<file path="src/wpf_pkg.sv">
// Shared types, codes and constants of the waypoint follower.
package wpf_pkg;

    typedef enum logic [1:0] {
        REQ_WAYPOINT = 2'd0,
        REQ_GOAL     = 2'd1,
        REQ_TICK     = 2'd2,
        REQ_UNUSED   = 2'd3
    } req_t;

    typedef enum logic [1:0] {
        CFG_MAX_LINEAR = 2'd0,
        CFG_MAX_TURN   = 2'd1,
        CFG_FRAME_RATE = 2'd2,
        CFG_TIMEOUT    = 2'd3
    } cfg_idx_t;

    typedef enum logic [1:0] {
        MODE_ORIGIN,
        MODE_XZERO,
        MODE_TRACK
    } mode_t;

    typedef enum logic [2:0] {
        B_IDLE,
        B_ITER,
        B_ANGLE,
        B_MUL_ANG,
        B_MUL_LIN,
        B_FINISH
    } back_state_t;

    typedef struct packed {
        logic [30:0] max_linear;
        logic [30:0] max_turn;
        logic [15:0] frame_rate;
        logic [15:0] timeout_ticks;
    } cfg_t;

    typedef struct packed {
        logic               stop;
        mode_t              mode;
        logic signed [31:0] x;
        logic signed [31:0] y;
        logic signed [15:0] qz;
        logic signed [15:0] qw;
    } job_t;

    typedef struct packed {
        logic valid;
        job_t job;
    } job_slot_t;

    localparam int FIFO_DEPTH = 2;
    localparam int CORDIC_W   = 52;

    localparam logic signed [31:0] PI_Q16      = 32'sd205887;
    localparam logic signed [31:0] HALF_PI_Q16 = 32'sd102944;

    function automatic logic [15:0] atan_entry(input logic [4:0] idx);
        logic [15:0] v;
        case (idx)
            5'd0:    v = 16'd51472;
            5'd1:    v = 16'd30386;
            5'd2:    v = 16'd16055;
            5'd3:    v = 16'd8150;
            5'd4:    v = 16'd4091;
            5'd5:    v = 16'd2047;
            5'd6:    v = 16'd1024;
            5'd7:    v = 16'd512;
            5'd8:    v = 16'd256;
            5'd9:    v = 16'd128;
            5'd10:   v = 16'd64;
            5'd11:   v = 16'd32;
            5'd12:   v = 16'd16;
            5'd13:   v = 16'd8;
            5'd14:   v = 16'd4;
            5'd15:   v = 16'd2;
            5'd16:   v = 16'd1;
            default: v = 16'd0;
        endcase
        return v;
    endfunction

endpackage

</file>
<file path="src/wpf_if.sv">
// Valid/ready channels for request items and velocity commands.
interface wpf_req_if;
    logic               valid;
    logic               ready;
    logic [1:0]         req_type;
    logic               in_base_frame;
    logic signed [31:0] pos_x;
    logic signed [31:0] pos_y;
    logic signed [15:0] quat_z;
    logic signed [15:0] quat_w;
    logic               goal_flag;

    modport source (output valid, req_type, in_base_frame, pos_x, pos_y, quat_z, quat_w,
                    goal_flag, input ready);
    modport sink (input valid, req_type, in_base_frame, pos_x, pos_y, quat_z, quat_w,
                  goal_flag, output ready);
endinterface

interface wpf_cmd_if;
    logic               valid;
    logic               ready;
    logic [30:0]        linear_cmd;
    logic signed [31:0] angular_cmd;

    modport source (output valid, linear_cmd, angular_cmd, input ready);
    modport sink (input valid, linear_cmd, angular_cmd, output ready);
endinterface

</file>
<file path="src/wpf_fifo.sv">
// Short job queue between the request front end and the command back end.
module wpf_fifo (
    input  logic              clk,
    input  logic              rst_n,
    input  wpf_pkg::job_slot_t push,
    output logic              full,
    output wpf_pkg::job_slot_t head,
    input  logic              pop
);
    import wpf_pkg::*;

    localparam int PW = $clog2(FIFO_DEPTH);
    localparam int CW = $clog2(FIFO_DEPTH + 1);

    job_t          mem [FIFO_DEPTH];
    logic [PW-1:0] wr_ptr_reg;
    logic [PW-1:0] rd_ptr_reg;
    logic [CW-1:0] count_reg;
    logic [PW-1:0] wr_ptr_next;
    logic [PW-1:0] rd_ptr_next;
    logic [CW-1:0] count_next;
    logic          do_push;
    logic          do_pop;

    assign full       = (count_reg == CW'(FIFO_DEPTH));
    assign head.valid = (count_reg != '0);
    assign head.job   = mem[rd_ptr_reg];
    assign do_push    = push.valid && !full;
    assign do_pop     = pop && head.valid;

    always_comb
    begin
        wr_ptr_next = wr_ptr_reg;
        rd_ptr_next = rd_ptr_reg;
        count_next  = count_reg;
        if (do_push)
        begin
            wr_ptr_next = (wr_ptr_reg == PW'(FIFO_DEPTH - 1)) ? '0 : wr_ptr_reg + PW'(1);
        end
        if (do_pop)
        begin
            rd_ptr_next = (rd_ptr_reg == PW'(FIFO_DEPTH - 1)) ? '0 : rd_ptr_reg + PW'(1);
        end
        if (do_push && !do_pop)
        begin
            count_next = count_reg + CW'(1);
        end
        else if (do_pop && !do_push)
        begin
            count_next = count_reg - CW'(1);
        end
    end

    always_ff @(posedge clk or negedge rst_n)
    begin
        if (!rst_n)
        begin
            wr_ptr_reg <= '0;
            rd_ptr_reg <= '0;
            count_reg  <= '0;
        end
        else
        begin
            wr_ptr_reg <= wr_ptr_next;
            rd_ptr_reg <= rd_ptr_next;
            count_reg  <= count_next;
        end
    end

    always_ff @(posedge clk)
    begin
        if (do_push)
        begin
            mem[wr_ptr_reg] <= push.job;
        end
    end

endmodule

</file>
<file path="src/wpf_front.sv">
// Request front end: holds the waypoint, goal latch and age, and queues one job per tick.
module wpf_front (
    input  logic               clk,
    input  logic               rst_n,
    input  wpf_pkg::cfg_t      cfg,
    wpf_req_if.sink            request,
    input  logic               full,
    output wpf_pkg::job_slot_t push
);
    import wpf_pkg::*;

    logic signed [31:0] x_reg;
    logic signed [31:0] y_reg;
    logic signed [15:0] qz_reg;
    logic signed [15:0] qw_reg;
    logic               have_reg;
    logic               goal_reg;
    logic [15:0]        ticks_reg;
    logic               have_next;
    logic               goal_next;
    logic [15:0]        ticks_next;
    logic [15:0]        ticks_inc;
    logic               accept;
    logic               take_wp;

    assign request.ready = !full;
    assign accept        = request.valid && request.ready;
    assign take_wp       = accept && (request.req_type == REQ_WAYPOINT) && request.in_base_frame;
    assign ticks_inc     = (ticks_reg == 16'hFFFF) ? ticks_reg : ticks_reg + 16'd1;

    always_comb
    begin
        have_next  = have_reg;
        goal_next  = goal_reg;
        ticks_next = ticks_reg;
        if (take_wp)
        begin
            have_next  = 1'b1;
            ticks_next = '0;
        end
        if (accept && (request.req_type == REQ_GOAL) && request.goal_flag)
        begin
            goal_next = 1'b1;
        end
        if (accept && (request.req_type == REQ_TICK))
        begin
            ticks_next = ticks_inc;
        end
    end

    always_comb
    begin
        push.valid    = accept && (request.req_type == REQ_TICK);
        push.job.stop = goal_reg || !have_reg || (ticks_inc > cfg.timeout_ticks);
        push.job.x    = x_reg;
        push.job.y    = y_reg;
        push.job.qz   = qz_reg;
        push.job.qw   = qw_reg;
        if (x_reg == '0 && y_reg == '0)
        begin
            push.job.mode = MODE_ORIGIN;
        end
        else if (x_reg == '0)
        begin
            push.job.mode = MODE_XZERO;
        end
        else
        begin
            push.job.mode = MODE_TRACK;
        end
    end

    always_ff @(posedge clk or negedge rst_n)
    begin
        if (!rst_n)
        begin
            have_reg  <= 1'b0;
            goal_reg  <= 1'b0;
            ticks_reg <= '0;
        end
        else
        begin
            have_reg  <= have_next;
            goal_reg  <= goal_next;
            ticks_reg <= ticks_next;
        end
    end

    always_ff @(posedge clk)
    begin
        if (take_wp)
        begin
            x_reg  <= request.pos_x;
            y_reg  <= request.pos_y;
            qz_reg <= request.quat_z;
            qw_reg <= request.quat_w;
        end
    end

endmodule

</file>
<file path="src/wpf_back.sv">
// Command back end: iterative CORDIC heading, rate scaling, saturation and clamping.
module wpf_back #(
    parameter int CORDIC_STEPS  = 16,
    parameter int POS_FRAC_BITS = 16
) (
    input  logic               clk,
    input  logic               rst_n,
    input  wpf_pkg::cfg_t      cfg,
    input  wpf_pkg::job_slot_t head,
    output logic               pop,
    wpf_cmd_if.source          command
);
    import wpf_pkg::*;

    localparam int SW  = $clog2(CORDIC_STEPS);
    localparam int LSH = (POS_FRAC_BITS >= 16) ? POS_FRAC_BITS - 16 : 0;
    localparam int RSH = (POS_FRAC_BITS < 16) ? 16 - POS_FRAC_BITS : 0;

    back_state_t                state_reg;
    back_state_t                state_next;
    logic                       out_valid_reg;
    logic                       out_valid_next;
    mode_t                      mode_reg;
    logic                       stop_reg;
    logic signed [32:0]         lx_reg;
    logic signed [CORDIC_W-1:0] cx_reg;
    logic signed [CORDIC_W-1:0] cy_reg;
    logic signed [31:0]         z_reg;
    logic [SW-1:0]              step_reg;
    logic signed [32:0]         ang_reg;
    logic signed [49:0]         prod_reg;
    logic signed [31:0]         ang_res_reg;
    logic [30:0]                lin_out_reg;
    logic signed [31:0]         ang_out_reg;

    logic                       out_free;
    logic                       load_out;
    logic signed [32:0]         xin;
    logic signed [32:0]         yin;
    logic signed [32:0]         xr;
    logic signed [32:0]         yr;
    logic signed [31:0]         z0;
    logic signed [CORDIC_W-1:0] cx_next;
    logic signed [CORDIC_W-1:0] cy_next;
    logic signed [31:0]         z_next;
    logic signed [CORDIC_W-1:0] xs;
    logic signed [CORDIC_W-1:0] ys;
    logic signed [31:0]         atan_v;
    logic signed [32:0]         ang_pre;
    logic signed [32:0]         ang_next;
    logic [30:0]                lin_fin;
    logic signed [31:0]         ang_fin;

    function automatic logic signed [31:0] sat_q(input logic signed [49:0] p);
        logic signed [41:0] v;
        logic signed [31:0] r;
        v = 42'(p >>> 8);
        if (v > $signed({10'd0, 32'h7FFF_FFFF}))
        begin
            r = 32'sh7FFF_FFFF;
        end
        else if (v < $signed({10'h3FF, 32'h8000_0000}))
        begin
            r = 32'sh8000_0000;
        end
        else
        begin
            r = v[31:0];
        end
        return r;
    endfunction

    function automatic logic [30:0] clamp_lin(input logic signed [31:0] v,
                                               input logic [30:0] m);
        logic [30:0] r;
        if (v[31])
        begin
            r = '0;
        end
        else if (v[30:0] > m)
        begin
            r = m;
        end
        else
        begin
            r = v[30:0];
        end
        return r;
    endfunction

    function automatic logic signed [31:0] clamp_ang(input logic signed [31:0] v,
                                                      input logic [30:0] m);
        logic signed [32:0] vv;
        logic signed [32:0] pl;
        logic signed [32:0] nl;
        logic signed [31:0] r;
        vv = {v[31], v};
        pl = $signed({2'b00, m});
        nl = -pl;
        if (vv > pl)
        begin
            r = pl[31:0];
        end
        else if (vv < nl)
        begin
            r = nl[31:0];
        end
        else
        begin
            r = v;
        end
        return r;
    endfunction

    assign out_free      = !out_valid_reg || command.ready;
    assign command.valid       = out_valid_reg;
    assign command.linear_cmd  = lin_out_reg;
    assign command.angular_cmd = ang_out_reg;

    // next state
    always_comb
    begin
        state_next = state_reg;
        case (state_reg)
            B_IDLE:
            begin
                if (head.valid)
                begin
                    if (head.job.stop)
                    begin
                        state_next = B_FINISH;
                    end
                    else if (head.job.mode == MODE_XZERO)
                    begin
                        state_next = B_ANGLE;
                    end
                    else
                    begin
                        state_next = B_ITER;
                    end
                end
            end
            B_ITER:
            begin
                if (step_reg == SW'(CORDIC_STEPS - 1))
                begin
                    state_next = B_ANGLE;
                end
            end
            B_ANGLE:   state_next = B_MUL_ANG;
            B_MUL_ANG: state_next = B_MUL_LIN;
            B_MUL_LIN: state_next = B_FINISH;
            B_FINISH:
            begin
                if (out_free)
                begin
                    state_next = B_IDLE;
                end
            end
            default:   state_next = B_IDLE;
        endcase
    end

    // outputs of the sequencer
    always_comb
    begin
        pop      = 1'b0;
        load_out = 1'b0;
        case (state_reg)
            B_IDLE:   pop = head.valid;
            B_FINISH: load_out = out_free;
            default:
            begin
                pop      = 1'b0;
                load_out = 1'b0;
            end
        endcase
    end

    // operand set-up with pre-rotation by pi
    always_comb
    begin
        if (head.job.mode == MODE_ORIGIN)
        begin
            xin = 33'(head.job.qw);
            yin = 33'(head.job.qz);
        end
        else if (head.job.x < 0)
        begin
            xin = -{head.job.x[31], head.job.x};
            yin = -{head.job.y[31], head.job.y};
        end
        else
        begin
            xin = {head.job.x[31], head.job.x};
            yin = {head.job.y[31], head.job.y};
        end
        if (xin < 0)
        begin
            z0 = (yin >= 0) ? PI_Q16 : -PI_Q16;
            xr = -xin;
            yr = -yin;
        end
        else
        begin
            z0 = '0;
            xr = xin;
            yr = yin;
        end
    end

    // one CORDIC step
    always_comb
    begin
        xs     = cx_reg >>> step_reg;
        ys     = cy_reg >>> step_reg;
        atan_v = $signed({16'd0, atan_entry(5'(step_reg))});
        cx_next = cx_reg;
        cy_next = cy_reg;
        z_next  = z_reg;
        if (cy_reg > 0)
        begin
            cx_next = cx_reg + ys;
            cy_next = cy_reg - xs;
            z_next  = z_reg + atan_v;
        end
        else if (cy_reg < 0)
        begin
            cx_next = cx_reg - ys;
            cy_next = cy_reg + xs;
            z_next  = z_reg - atan_v;
        end
    end

    always_comb
    begin
        ang_pre  = (mode_reg == MODE_ORIGIN) ? ({z_reg[31], z_reg} <<< 1) : {z_reg[31], z_reg};
        ang_next = (ang_pre <<< LSH) >>> RSH;
        lin_fin  = (stop_reg || mode_reg != MODE_TRACK) ? '0
                 : clamp_lin(sat_q(prod_reg), cfg.max_linear);
        ang_fin  = stop_reg ? '0 : ang_res_reg;
    end

    always_ff @(posedge clk or negedge rst_n)
    begin
        if (!rst_n)
        begin
            state_reg     <= B_IDLE;
            out_valid_reg <= 1'b0;
        end
        else
        begin
            state_reg     <= state_next;
            out_valid_reg <= out_valid_next;
        end
    end

    always_comb
    begin
        out_valid_next = out_valid_reg;
        if (load_out)
        begin
            out_valid_next = 1'b1;
        end
        else if (command.ready)
        begin
            out_valid_next = 1'b0;
        end
    end

    always_ff @(posedge clk)
    begin
        case (state_reg)
            B_IDLE:
            begin
                if (head.valid)
                begin
                    mode_reg <= head.job.mode;
                    stop_reg <= head.job.stop;
                    lx_reg   <= {head.job.x[31], head.job.x};
                    step_reg <= '0;
                    cx_reg   <= {{(CORDIC_W - 49){xr[32]}}, xr, 16'd0};
                    cy_reg   <= {{(CORDIC_W - 49){yr[32]}}, yr, 16'd0};
                    if (head.job.mode == MODE_XZERO)
                    begin
                        z_reg <= (head.job.y > 0) ? HALF_PI_Q16 : -HALF_PI_Q16;
                    end
                    else
                    begin
                        z_reg <= z0;
                    end
                end
            end
            B_ITER:
            begin
                cx_reg   <= cx_next;
                cy_reg   <= cy_next;
                z_reg    <= z_next;
                step_reg <= step_reg + SW'(1);
            end
            B_ANGLE:
            begin
                ang_reg <= ang_next;
            end
            B_MUL_ANG:
            begin
                prod_reg <= ang_reg * $signed({1'b0, cfg.frame_rate});
            end
            B_MUL_LIN:
            begin
                ang_res_reg <= clamp_ang(sat_q(prod_reg), cfg.max_turn);
                prod_reg    <= lx_reg * $signed({1'b0, cfg.frame_rate});
            end
            B_FINISH:
            begin
                if (load_out)
                begin
                    lin_out_reg <= lin_fin;
                    ang_out_reg <= ang_fin;
                end
            end
            default:
            begin
                step_reg <= step_reg;
            end
        endcase
    end

endmodule

</file>
<file path="src/waypoint_to_velocity_follower_top.sv">
// Top level of the waypoint follower: configuration registers and block assembly.
//
// The request channel takes waypoint, goal report and control tick items; a transfer
// happens when valid and ready are both high. Waypoints and goal reports only update
// internal state and give no command. Each control tick gives exactly one velocity
// command on the command channel, in order.
// Ticks are queued in a two-entry job queue; request ready is low only while that
// queue is full. The back end runs one job at a time: a tick that computes a heading
// goes in the back end through job capture, one CORDIC iteration per cycle, angle
// shift, two multiplies into one shared product register and the final clamp, and
// the back end takes the next job only once that command is loaded for output.
// A stop job skips the iterations, the angle shift and the multiplies, and a tick
// with x zero and y non-zero skips only the CORDIC iterations.
// The command output is registered: while the receiver stalls it holds, the back end
// finishes the next job and waits, and requests are taken until the queue fills.
// Configuration is written through cfg_wr_en, cfg_index and cfg_data, one register per
// cycle, by the user only while the block is idle (not enforced). Reset clears the goal
// latch, age, waypoint flag, queue and output valid and loads the default configuration.
module waypoint_to_velocity_follower_top #(
    parameter int CORDIC_STEPS  = 16,
    parameter int POS_FRAC_BITS = 16
) (
    input  logic        clk,
    input  logic        rst_n,
    wpf_req_if.sink     request,
    wpf_cmd_if.source   command,
    input  logic        cfg_wr_en,
    input  logic [1:0]  cfg_index,
    input  logic [30:0] cfg_data
);
    import wpf_pkg::*;

    cfg_t      cfg_reg;
    cfg_t      cfg_next;
    job_slot_t push;
    job_slot_t head;
    logic      full;
    logic      pop;

    always_comb
    begin
        cfg_next = cfg_reg;
        if (cfg_wr_en)
        begin
            case (cfg_idx_t'(cfg_index))
                CFG_MAX_LINEAR: cfg_next.max_linear    = cfg_data[30:0];
                CFG_MAX_TURN:   cfg_next.max_turn      = cfg_data[30:0];
                CFG_FRAME_RATE: cfg_next.frame_rate    = cfg_data[15:0];
                CFG_TIMEOUT:    cfg_next.timeout_ticks = cfg_data[15:0];
                default:        cfg_next = cfg_reg;
            endcase
        end
    end

    always_ff @(posedge clk or negedge rst_n)
    begin
        if (!rst_n)
        begin
            cfg_reg.max_linear    <= 31'd65536;
            cfg_reg.max_turn      <= 31'd65536;
            cfg_reg.frame_rate    <= 16'd1280;
            cfg_reg.timeout_ticks <= 16'd10;
        end
        else
        begin
            cfg_reg <= cfg_next;
        end
    end

    wpf_front u_front (
        .clk     (clk),
        .rst_n   (rst_n),
        .cfg     (cfg_reg),
        .request (request),
        .full    (full),
        .push    (push)
    );

    wpf_fifo u_fifo (
        .clk   (clk),
        .rst_n (rst_n),
        .push  (push),
        .full  (full),
        .head  (head),
        .pop   (pop)
    );

    wpf_back #(
        .CORDIC_STEPS  (CORDIC_STEPS),
        .POS_FRAC_BITS (POS_FRAC_BITS)
    ) u_back (
        .clk     (clk),
        .rst_n   (rst_n),
        .cfg     (cfg_reg),
        .head    (head),
        .pop     (pop),
        .command (command)
    );

endmodule

</file>
<file path="src/flat_wrapper.sv">
// flat-port wrapper written by rule: the top's interface ports become plain ports
module waypoint_to_velocity_follower_top_flat import wpf_pkg::*;
#(
    parameter int CORDIC_STEPS  = 16,
    parameter int POS_FRAC_BITS = 16
)
  (clk, rst_n, cfg_wr_en, cfg_index, cfg_data, request_valid, request_req_type, request_in_base_frame, request_pos_x, request_pos_y, request_quat_z, request_quat_w, request_goal_flag, request_ready, command_valid, command_linear_cmd, command_angular_cmd, command_ready);
  wpf_req_if request_i ();
  wpf_cmd_if command_i ();
  input  logic clk;
  input  logic rst_n;
  input  logic cfg_wr_en;
  input  logic [1:0] cfg_index;
  input  logic [30:0] cfg_data;
  input wire logic [$bits(request_i.valid)-1:0] request_valid;
  input wire logic [$bits(request_i.req_type)-1:0] request_req_type;
  input wire logic [$bits(request_i.in_base_frame)-1:0] request_in_base_frame;
  input wire logic [$bits(request_i.pos_x)-1:0] request_pos_x;
  input wire logic [$bits(request_i.pos_y)-1:0] request_pos_y;
  input wire logic [$bits(request_i.quat_z)-1:0] request_quat_z;
  input wire logic [$bits(request_i.quat_w)-1:0] request_quat_w;
  input wire logic [$bits(request_i.goal_flag)-1:0] request_goal_flag;
  output wire logic [$bits(request_i.ready)-1:0] request_ready;
  output wire logic [$bits(command_i.valid)-1:0] command_valid;
  output wire logic [$bits(command_i.linear_cmd)-1:0] command_linear_cmd;
  output wire logic [$bits(command_i.angular_cmd)-1:0] command_angular_cmd;
  input wire logic [$bits(command_i.ready)-1:0] command_ready;
  assign request_i.valid = request_valid;
  assign request_i.req_type = request_req_type;
  assign request_i.in_base_frame = request_in_base_frame;
  assign request_i.pos_x = request_pos_x;
  assign request_i.pos_y = request_pos_y;
  assign request_i.quat_z = request_quat_z;
  assign request_i.quat_w = request_quat_w;
  assign request_i.goal_flag = request_goal_flag;
  assign request_ready = request_i.ready;
  assign command_valid = command_i.valid;
  assign command_linear_cmd = command_i.linear_cmd;
  assign command_angular_cmd = command_i.angular_cmd;
  assign command_i.ready = command_ready;
  waypoint_to_velocity_follower_top #(.CORDIC_STEPS(CORDIC_STEPS), .POS_FRAC_BITS(POS_FRAC_BITS)) u_core (.clk(clk), .rst_n(rst_n), .request(request_i), .command(command_i), .cfg_wr_en(cfg_wr_en), .cfg_index(cfg_index), .cfg_data(cfg_data));
endmodule
</file>
<file path="config.mk">
export PLATFORM = sky130hd
export DESIGN_NAME = waypoint_to_velocity_follower_top_flat
export DESIGN_NICKNAME = d
export VERILOG_FILES = /design/src/wpf_pkg.sv /design/src/wpf_if.sv /design/src/wpf_fifo.sv /design/src/wpf_front.sv /design/src/wpf_back.sv /design/src/waypoint_to_velocity_follower_top.sv /design/src/flat_wrapper.sv
export SDC_FILE = /design/constraint.sdc
export NUM_CORES = 2
export LEC_CHECK = 0
export ABC_AREA = 0
export BUFFER_PORTS_ARGS = -buffer_cell sky130_fd_sc_hd__buf_2
export CORE_AREA = 2 2 469 471
export CTS_BUF_LIST = sky130_fd_sc_hd__clkbuf_2
export DETAILED_ROUTE_END_ITERATION = 10
export DIE_AREA = 0 0 471 473
export SLEW_MARGIN = 30
export SYNTH_ARGS = -nofsm -noshare
export SYNTH_HDL_FRONTEND = slang
export SYNTH_SLANG_ARGS = --single-unit
</file>
<file path="constraint.sdc">
create_clock -name clk -period 19.5 [get_ports clk]
set_clock_uncertainty 0.15 [all_clocks]
set_input_delay 2.925 -clock clk [delete_from_list [all_inputs] [get_ports clk]]
set_output_delay 2.925 -clock clk [all_outputs]
set_load 0.01 [all_outputs]
</file>
==> results.md <==
| Group | Quantity | Reported |
|:---|:---|:---|
| final layout | Filler Cells Inserted | 21300 |
| final layout | Number of flip-flops in the largest register | 198 |
| place | Pre-CTS worst setup slack | 10.98 ns |
| synth | Number of synthesized register bits | 775 |
| floorplan | Die area | 223000 sq um |
| synth | Number of synthesized flops with an enable pin | 639 |
| clocking | Setup Fix Bufs, Post-CTS | 0 |
| final layout | Flip-flop and latch area | 22500 sq um |
| final layout | Final-stage net count | 10600 |
| synth | Number of different library cells in the post-synthesis netlist | 89 |
| floorplan | Number of placement rows | 172 |
| hold path | Hold WC Path Type | reg -> reg |
| routing | Via count | 66800 |
| clocking | Clk Latency, worst-skew pair | 1.92 ns |
| critical path | Startpoint Class | flop |
| run status | Result of the run | finished clean |
| routing | Post-detailed-route count of antenna-violating nets | 0 |
| routing | Detailed-route vias per instance | 5.54 |
| sta | Least-Margin Pin Slew | 1.31 ns |
| clocking | CTS H-Tree Depth | 4 |
| floorplan | Floorplan die height | 473 microns |
| grt | Via count of the first global-routing pass | 69200 |
| clocking | Number of buffers on the longest clock path | 3 |
| sta | Unrepaired setup endpoints after global routing | false |
| grt | Maximum number of pins on one net before global-route repair | 143 |
| sta | Final critical delay including setup and external delays | 8.55 ns |
| hold path | Number of stages on the worst hold path | 0 |
| final layout | Commonest non-fill, non-tap cell in the layout | inv_1 |
| grt | Global-route congestion overflow total | 0 |
| floorplan | Number of top-level pins | 203 |
| synth | Cell types occupying the most area after synthesis | fa_1 (23%), edfxtp_1 (22%), ha_1 (7.1%) |
| critical path | Data required time of the worst path | 20.88 ns |
| sta | Achievable frequency | 117 MHz |
| synth | Mapped Avg Cell Area | 9.70 sq um |
| synth | Sequential element share of the synthesized area | 0.260 |
| clocking | Count of hold buffers inserted by post-cts repair | 0 |
| place | GPL Wtd Cong | 1.02 |
| sta | Slew HR | 0.128 |
| routing | DRC viols | 0 |
| critical path | Arrival time at the worst endpoint | 9.93 ns |
| clocking | Sinks on the clock net | 775 |
| grt | Tot GR Track Use | 0.242 |
| synth | Yosys top cell by area | fa_1 |
| clocking | TritonCTS clock tree | yes |
| synth | Synthesis Warnings | 0 |
| clocking | Clock slew at reported path FFs | 0.11 ns |
| place | DP HPWL | 208000 microns |
| sta | Post-route setup TNS | 0 ns |
| sta | Post-route clock period utilization | 0.438 |
| job | Max-cap check violation count | 0 |
| clocking | Number of buffers created by CTS | 202 |
| place | Number of cells in the design after placement | 11700 |
| final layout | Layout cells sized above 1 | 0.107 |
| clocking | Clock root buffer | clkbuf_2 |
| sta | Min setup slack post-route | 10.95 ns |
| floorplan | Die X-Extent | 471 microns |
| critical path | Element type at the critical path end | flop |
| grt | Global-route wire length before repair | 415000 microns |
| routing | DRT iter0 DRCs | 5108 |
| sta | Finish-stage setup viols | 0 |
| synth | FFs w/ async S/R, synth | 0.155 |
| sta | Final-report hold violation count | 0 |
| floorplan | Placeable core region | 218000 sq um |
| critical path | Maximum net fanout on the critical path | 36 |
| critical path | Worst Setup Path Type | reg -> reg |
| routing | Count of TritonRoute iterations in the first routing pass | 6 |
| sta | Worst hold slack | 0.282 ns |
| synth | Cell Area, Synth | 86600 sq um |
| clocking | Post-cts resize count | 0 |
| critical path | Worst reg-to-reg path cell count | 22 |
| final layout | Layout Cells excl Fill | 12100 |
| synth | Main synth FF type | edfxtp_1 |
| synth | Net count of the mapped netlist | 10600 |
| synth | Yosys top cell area share | 0.229 |
| routing | Wirelength, routed | 270000 microns |
| floorplan | Starting Density | 0.397 |
| final layout | Multi-input gate area in the final layout | 57400 sq um |
| final layout | Layout area overhead | 6.84% |
| grt | Initial antenna violation count | 21 |
| place | PortBufs | 202 |
| synth | Number of instances in the synthesized netlist | 8932 |
| sta | Max Transition Viols Final | 0 |
| routing | Routed length per placed instance | 22.4 microns |
| final layout | Commonest cells after routing, fill and taps aside | inv_1 (1373), nand2_1 (1051), fa_1 (991), edfxtp_1 (639), ha_1 (495) |
## synth_stat cells, drive strengths merged (107+ instances only)
library cell	number
nor2	346
fa	991
xnor2	272
edfxtp	639
ha	495
nand2	1054
dfrtp	114
inv	1377
mux2i	159
nor3	133
a21oi	407
o21ai	354
xor2	164
a21o	175
and2	429
mux4	107
mux2	178
clkbuf	347
## path summary, 6_finish.rpt
| path | to | slack, ns | from |
|---|---|---|---|
| min | u_core.u_fifo.mem[1][3] | 0.28 | u_core.u_front.qw_reg[3] |
| min in group asynchronous | u_core.cfg_reg[56] | 0.97 | rst_n |
| max | u_core.u_back.prod_reg[47] | 10.95 | u_core.cfg_reg[29] |
| max in group asynchronous | u_core.cfg_reg[48] | 17.00 | rst_n |
| min reg2reg | u_core.u_fifo.mem[1][3] | 0.28 | u_core.u_front.qw_reg[3] |
| max reg2reg | u_core.u_back.prod_reg[47] | 10.95 | u_core.cfg_reg[29] |
## cell families (layout without fill, tap and decap cells)
| logic type | count (synthesis) | after routing | synth area share |
|---|---|---|---|
| simple gates | 2545 | 2545 | 0.143 |
| other cells | 0 | 15 | 0 |
| compound gates | 1432 | 1432 | 0.104 |
| xor+xnor | 436 | 436 | 0.0441 |
| mux | 444 | 444 | 0.0694 |
| buf+inv | 1814 | 2048 | 0.0798 |
| flops | 775 | 775 | 0.260 |
| fa+ha+maj | 1486 | 1486 | 0.300 |
## per-layer routing
metal / global-route usage / vias up / share of wire
met5: 0 / - / 0.00048
met4: 0.122 / 14 / 0.053
met3: 0.0420 / 652 / 0.072
met2: 0.403 / 2639 / 0.47
met1: 0.303 / 33500 / 0.40
li1: - / 30000 / -
## cell type report
cell class / instances / share of cell area
diodes: 15 / 0.000406
clock buffers: 276 / 0.0149
clock inverters: 99 / 0.00703
inverters: 1378 / 0.0559
multi-input cells: 6343 / 0.620
flip-flops and latches: 775 / 0.244
well taps: 2871 / 0.0388
repair buffers: 295 / 0.0196
## critical path, cell delays in order, from the launching register on
cell and delay, ns:
dfrtp_2 0.82, buf_4 0.58, nand2_1 0.16, fa_1 0.58, inv_1 0.05, fa_1 0.47
fa_1 0.51, fa_1 0.52, fa_1 0.56, inv_1 0.06, fa_1 0.53, inv_1 0.04
ha_1 0.37, and4_1 0.27, a211o_1 0.11, a21oi_1 0.11, o311ai_1 0.79, nand2_1 0.26
o21ai_0 0.59, nand4_1 0.19, and3_1 0.21, o21ai_0 0.16, o21ai_0 0.11
## through the flow
step	util	area [sq um]
floorplan	-	86600
global route	0.424	92500
CTS	0.424	92500
global placement	0.414	90400
finish	0.424	92600
detailed placement	0.414	90400
Power is left out: the tool's default activity adds up to more than one toggle a clock period on the data nets, which glitch-free logic cannot reach.
